$ cat config.mk
export PLATFORM = sky130hd
export DESIGN_NAME = swm_cell
export DESIGN_NICKNAME = d
export VERILOG_FILES = /design/src/rtl/swm_pkg.sv /design/src/rtl/swm_cell.sv
export SDC_FILE = /design/constraint.sdc
export NUM_CORES = 1
export LEC_CHECK = 0
export ABC_AREA = 0
export ABC_CLOCK_PERIOD_IN_PS = 5100
export BUFFER_PORTS_ARGS = -buffer_cell sky130_fd_sc_hd__buf_4
export CORE_ASPECT_RATIO = 1.1
export CORE_MARGIN = 4
export CORE_UTILIZATION = 30
export DETAILED_ROUTE_END_ITERATION = 16
export RECOVER_POWER = 100
export SLEW_MARGIN = 20
export SYNTH_ARGS = -nofsm -noshare
export SYNTH_HDL_FRONTEND = slang
export SYNTH_SLANG_ARGS = --single-unit
export TNS_END_PERCENT = 100
$ cat constraint.sdc
create_clock -name i_clk -period 5.1 [get_ports i_clk]
set_input_delay 0.765 -clock i_clk [delete_from_list [all_inputs] [get_ports i_clk]]
set_output_delay 0.765 -clock i_clk [all_outputs]
set_load 0.005 [all_outputs]
$ cat src/rtl/swm_pkg.sv
// Shared constants and types for the sliding window maximum block.
package swm_pkg;

    // Width of one sample and of one result value
    localparam int VALUE_W = 32;

    // Width of the window size register
    localparam int WS_W = 7;

    // Default number of cells in the chain
    localparam int WINDOW_MAX_DEF = 64;

    // Window size after reset
    localparam logic [WS_W-1:0] WS_RESET = WS_W'(1);

    // Per-cycle command broadcast from the control logic to every cell
    typedef struct packed {
        logic                      commit;  // take the pending sample this cycle
        logic                      shift;   // take the state of the right neighbor
        logic                      clear;   // sample opens a new array: drop every entry
        logic signed [VALUE_W-1:0] sample;  // pending sample value
    } t_cell_ctrl;

endpackage

$ cat src/rtl/swm_cell.sv
// One cell of the candidate chain: holds one queue entry and its age.
module swm_cell
    import swm_pkg::*;
#(
    parameter int AGE_W = 7
) (
    input  logic                      i_clk,
    input  logic                      i_rst_n,
    input  t_cell_ctrl                i_ctrl,
    input  logic                      i_left_kept,
    input  logic                      i_right_valid,
    input  logic signed [VALUE_W-1:0] i_right_value,
    input  logic [AGE_W-1:0]          i_right_age,
    output logic                      o_valid,
    output logic signed [VALUE_W-1:0] o_value,
    output logic [AGE_W-1:0]          o_age,
    output logic                      o_kept,
    output logic signed [VALUE_W-1:0] o_next_value
);

    logic                      r_valid;
    logic signed [VALUE_W-1:0] r_value;
    logic [AGE_W-1:0]          r_age;
    logic                      n_valid;
    logic signed [VALUE_W-1:0] n_value;
    logic [AGE_W-1:0]          n_age;

    logic                      src_valid;
    logic signed [VALUE_W-1:0] src_value;
    logic [AGE_W-1:0]          src_age;
    logic                      kept;

    // Select own entry or the neighbor's when the front is popped
    always_comb begin
        if (i_ctrl.shift) begin
            src_valid = i_right_valid;
            src_value = i_right_value;
            src_age   = i_right_age;
        end else begin
            src_valid = r_valid;
            src_value = r_value;
            src_age   = r_age;
        end
    end

    // Keep an entry only while it stays above the newcomer
    assign kept = src_valid && !i_ctrl.clear && (src_value > i_ctrl.sample);

    // Next entry: survivor ages by one, first free slot takes the newcomer
    always_comb begin
        n_valid = r_valid;
        n_value = r_value;
        n_age   = r_age;
        if (i_ctrl.commit) begin
            if (kept) begin
                n_valid = 1'b1;
                n_value = src_value;
                n_age   = src_age + AGE_W'(1);
            end else if (i_left_kept) begin
                n_valid = 1'b1;
                n_value = i_ctrl.sample;
                n_age   = AGE_W'(1);
            end else begin
                n_valid = 1'b0;
            end
        end else if (i_ctrl.shift) begin
            n_valid = src_valid;
            n_value = src_value;
            n_age   = src_age;
        end
    end

    // Hold the entry
    always_ff @(posedge i_clk) begin
        if (!i_rst_n) begin
            r_valid <= 1'b0;
        end else begin
            r_valid <= n_valid;
        end
    end

    always_ff @(posedge i_clk) begin
        r_value <= n_value;
        r_age   <= n_age;
    end

    assign o_valid      = r_valid;
    assign o_value      = r_value;
    assign o_age        = r_age;
    assign o_kept       = kept;
    assign o_next_value = n_value;

endmodule

### Word-level counts from Yosys, hierarchy flattened

Index checks and enable logic that the tools add are counted.

* bits in writable memories: 0
* memories: 0
* flip-flop bits (word level): 40
* output and inout bits: 73
* bits in read-only memories: 0
* latch bits: 0
* bits of input ports: 78
* logic and storage cells: 26

* muxes and demuxes: 15
* equality and inequality tests: 1
* magnitude comparators: 1
* bitwise logic cells: 0
* shift operators: 0
* divide/modulo/power cells: 0
* add/sub/neg operators: 1
* reductions and logical operators: 5
* multipliers: 0

Operators with widths (count)
* $mux W32: 5
* $mux W7: 5
* $gt A32 B32 Y1: 1
* $add A7 B1 Y7 const B: 1
* $mux W1: 5
* $ne A3 B1 Y1 const B: 1
* $logic_and A1 B1 Y1: 2
* $reduce_and A2 Y1: 1
* $reduce_bool A2 Y1: 1
* $logic_not A1 Y1: 1

### Logic depth before layout (Yosys ltp)

* depth after elaboration: 5
* mapped depth: 14
* mapped depth without buffers: 10

### Worst setup path before layout

Ideal clock, no wire load.

* kind: in2out
* start: in i_ctrl[33] (netlist name)
* end: out o_next_value[21]
* path slack: 0.352 ns
* buffers on the path: 4
* arrival: 3.983 ns
* stages: 12
* path through: clkbuf_1 > clkbuf_1 > mux2i_1 > inv_1 > ha_1 > nand4_2 > or4_4 > o21a_1 > buf_6 > a31o_4 > buf_6 > a222oi_1

* longest elaborated chain between the ends: 5
* elaborated cells between the ends (all ways): 8
* classes of those cells: order compare (1); mux (5); reduce/logical (2)

Ends and longest elaborated chain
* start: declaration: line swm_cell.sv:9 `input t_cell_ctrl i_ctrl,`
* $mux W32 or $mux W1 (tied branches): line swm_cell.sv:35 `if (i_ctrl.shift) begin`
* $gt A32 B32 Y1 or $logic_and A1 B1 Y1 (tied branches): line swm_cell.sv:47 `assign kept = src_valid && !i_ctrl.clear && (src_value > i_ctrl.sample);`
* $logic_and A1 B1 Y1: line swm_cell.sv:47
* $mux W32: line swm_cell.sv:55 `if (kept) begin`
* $mux W32 *: line swm_cell.sv:54 `if (i_ctrl.commit) begin`
* end: declaration: line swm_cell.sv:18 `output logic signed [VALUE_W-1:0] o_next_value`

Every way passes the cells marked *; elsewhere a longest branch is shown, timed or not.

### Worst setup path after layout

* start: in i_ctrl[33] (netlist name)
* end: out o_next_value[16]

Same word-level chain as after synthesis.

==> results_dict.tcl <==
set metrics [dict create \
    critPathMaxFanout 32 \
    cts_max_level 2 \
    port_buffers 150 \
    first_pass_iters 8 \
    holdBufCountCts 0 \
    tightest_slew_ns 0.791 \
    synthCells 467 \
    fin_skew_ns 0.00474 \
    status "complete, no violations" \
    tns_ns 0 \
    worstPathRequired_ns 4.34 \
    drt_wl_total_um 12400 \
    clock-sinks 40 \
    ir_worst_vdd_uv 116 \
    reg2reg_depth 11 \
    hold_path.class "register to register" \
    setup.worst_path.start_class "input port" \
    setup_violations 0 \
    cp_num_cells 11 \
    p_leak_nw 2.55 \
    grt_overflow 0 \
    min_period_ns 4.84 \
    finalHoldViolCount 0 \
    ys.flop_type "dfxtp_1" \
    nets 711 \
    start_util_pct 30.9 \
    dieArea_sq_mm 0.0144 \
    routed_via_density 5.39 \
    wl_per_cell_um 16.4 \
    dp_hpwl_um 9340 \
    end_kind "output port" \
    gr-usage-all-layers_pct 16.9 \
    finalCritPeriodShare_pct 94.9 \
    async_flop_share_pct 0 \
    path_cells "buf_6 -> buf_4 -> mux2i_1 -> inv_1 -> ha_1 -> nand4_1 -> or4_4 -> o21a_2 -> a31o_4 -> a222oi_1 -> clkbuf_4" \
    power_density_mw_per_mm2 325 \
    drt_iter0_drc 417 \
    avgSynthCellArea_sq_um 8.04 \
    drive_above_1_share_pct 29.6 \
    cpPeakStageDelay_ns 0.50 \
    endpoint "o_next_value[16]" \
    mappedNetlistNets 578 \
    ys_seq_area_share_pct 23.2 \
    synth_area_sq_mm 0.00375 \
    slew_violations 0 \
    path_clk_slew_ns 0.06 \
    worst-endpoint-arrival_ns 4.08 \
    final_cell_mix "buf_4 (115), inv_1 (67), mux2i_1 (66), nand2_1 (44), clkbuf_4 (40)" \
    regToRegEndpoint "o_age[4]" \
    num_antenna_cells 0 \
    place_congestion 0.822 \
    clock_path_buffers 2 \
    coreArea_sq_mm 0.0121 \
    via_count 4066 \
    rsz0062_at_grt "false" \
    rows 42 \
    clk_latency_ns 0.29 \
    antenna_found_initial 0 \
    crit_slowest_cell "a222oi_1" \
    cts_root_buf "clkbuf_16" \
    rrSetupSlack_ns 1.59 \
    final_common_cell "buf_4" \
    synth_cell_type_count 43 \
    crit_type "input port to output port" \
    cp_top_family "compound AO/OA/AOI/OAI gates" \
    fin_hold_ws_ns 0.679 \
    synth_edf_count 7 \
    io_pins 151 \
    critical_path.startpoint "i_ctrl[33]" \
    drcViolationCount 0 \
    grt_max_degree 67 \
    die_h_um 125 \
    fmax_mhz 207 \
    reg2reg_from "o_value[31]" \
    ys_ff_latch 40 \
    yosys_warnings 0 \
    grt_pass1_wl_um 19900 \
    area_growth_pct 37.1 \
    crit_buf_inv 4 \
    maxCapViolations 0 \
    numCtsBuffers 5 \
    antenna_left 0 \
    cts_tree "built" \
    grt_pass1_vias 4022 \
    slew_headroom_pct 47.0 \
    die_width_um 115 \
]
==> per-stage QoR <==
stage / setup slack (ns) / utilization (%) / instance area, sq um / instances / total power [mW]
floorplan: 0.352 / - / 3750 / 467 / 0.948
global placement: 0.185 / 41.2 / 5000 / 746 / 1.35
detailed placement: 0.101 / 41.2 / 5000 / 746 / 1.37
CTS: 0.0960 / 42.4 / 5140 / 754 / 1.71
global route: 0.0399 / 42.4 / 5140 / 755 / 1.81
finish: 0.259 / 42.4 / 5140 / 755 / 1.67
==> per-layer routing <==
| layer | part of all wire [%] | vias to the layer above | GRT usage, % |
|---|---|---|---|
| li1 | - | 1981 | - |
| met5 | 0 | - | 0 |
| met1 | 41 | 1882 | 20.4 |
| met2 | 50 | 190 | 30.0 |
| met4 | 1.2 | 0 | 5.03 |
| met3 | 8.0 | 13 | 3.43 |
==> state kept, by name, indices dropped and copies added, names as in the netlist <==
signal   count
o_age        7
o_valid      1
o_value     32
==> where the power goes <==
part | internal [mW] | switching (mW) | total (mW)
Combinational | 0.425 | 0.445 | 0.870
Clock | 0.196 | 0.131 | 0.327
Sequential | 0.410 | 0.0649 | 0.475
==> worst min-delay path by stage <==
stage / to / depth (start not counted) / start / slack, ns
6_report: o_value[25] / 2 / o_value[25] / 0.68
5_1_grt: o_valid / 3 / i_rst_n / 0.71
4_1_cts: o_value[13] / 2 / o_value[13] / 0.68
3_5_place_dp: o_value[13] / 2 / o_value[13] / 0.66
3_3_place_gp: o_value[10] / 2 / o_value[10] / 0.66
2_1_floorplan: o_valid / 4 / o_valid / 0.65
==> tightest hold or removal path, cell delays in order, from the launching register on <==
cell,delay [ns]
dfxtp_1,0.32
mux2i_1,0.17
a222oi_1,0.13
==> cells by family after synthesis <==
| logic type | Yosys count | share of synthesized area (%) |
|---|---|---|
| adder cells (fa/ha/maj) | 33 | 11.0 |
| buffers and inverters | 101 | 11.0 |
| AND/OR/NAND/NOR | 110 | 14.0 |
| flip-flops | 40 | 23.2 |
| multiplexers | 71 | 19.1 |
| AO/OA/AOI/OAI | 108 | 20.8 |
| XOR/XNOR | 4 | 0.934 |
==> cell type report <==
| class | instances | area (sq um) |
|---|---|---|
| multi-input combinational | 326 | 2490 |
| inverter | 67 | 251 |
| sequential | 40 | 871 |
| timing repair buffer | 160 | 1190 |
| fill | 1244 | 7000 |
| tap | 154 | 193 |
| clock buffer | 8 | 146 |
==> cell usage after synthesis, types with 2 or more instances <==
library cell,n,share of area [%]
inv_1,67,6.7
mux2i_1,67,18
nand2_1,44,4.4
nand3_1,36,4.8
o21ai_0,35,4.7
dfxtp_1,33,18
ha_1,33,11
a222oi_1,31,8.3
clkbuf_1,21,2.1
a21oi_1,18,2.4
nor2_1,9,0.90
edfxtp_1,7,5.6
nand4_1,7,1.2
buf_1,6,0.60
buf_6,4,1.2
mux2_2,4,1.2
nor2b_1,4,0.67
o22ai_1,4,0.67
a31oi_1,3,0.50
a32oi_1,3,0.70
buf_2,3,0.40
o21a_1,3,0.60
xor2_1,3,0.70
nor3_1,2,0.27
or2_2,2,0.33
==> repair_timing <==
item	CTS	global route
hold endpoints to repair	0	0
gates resized for setup	0	2
setup buffers	0	1
endpoints found under the setup margin	0	30
(Power assumes the default switching activity.)
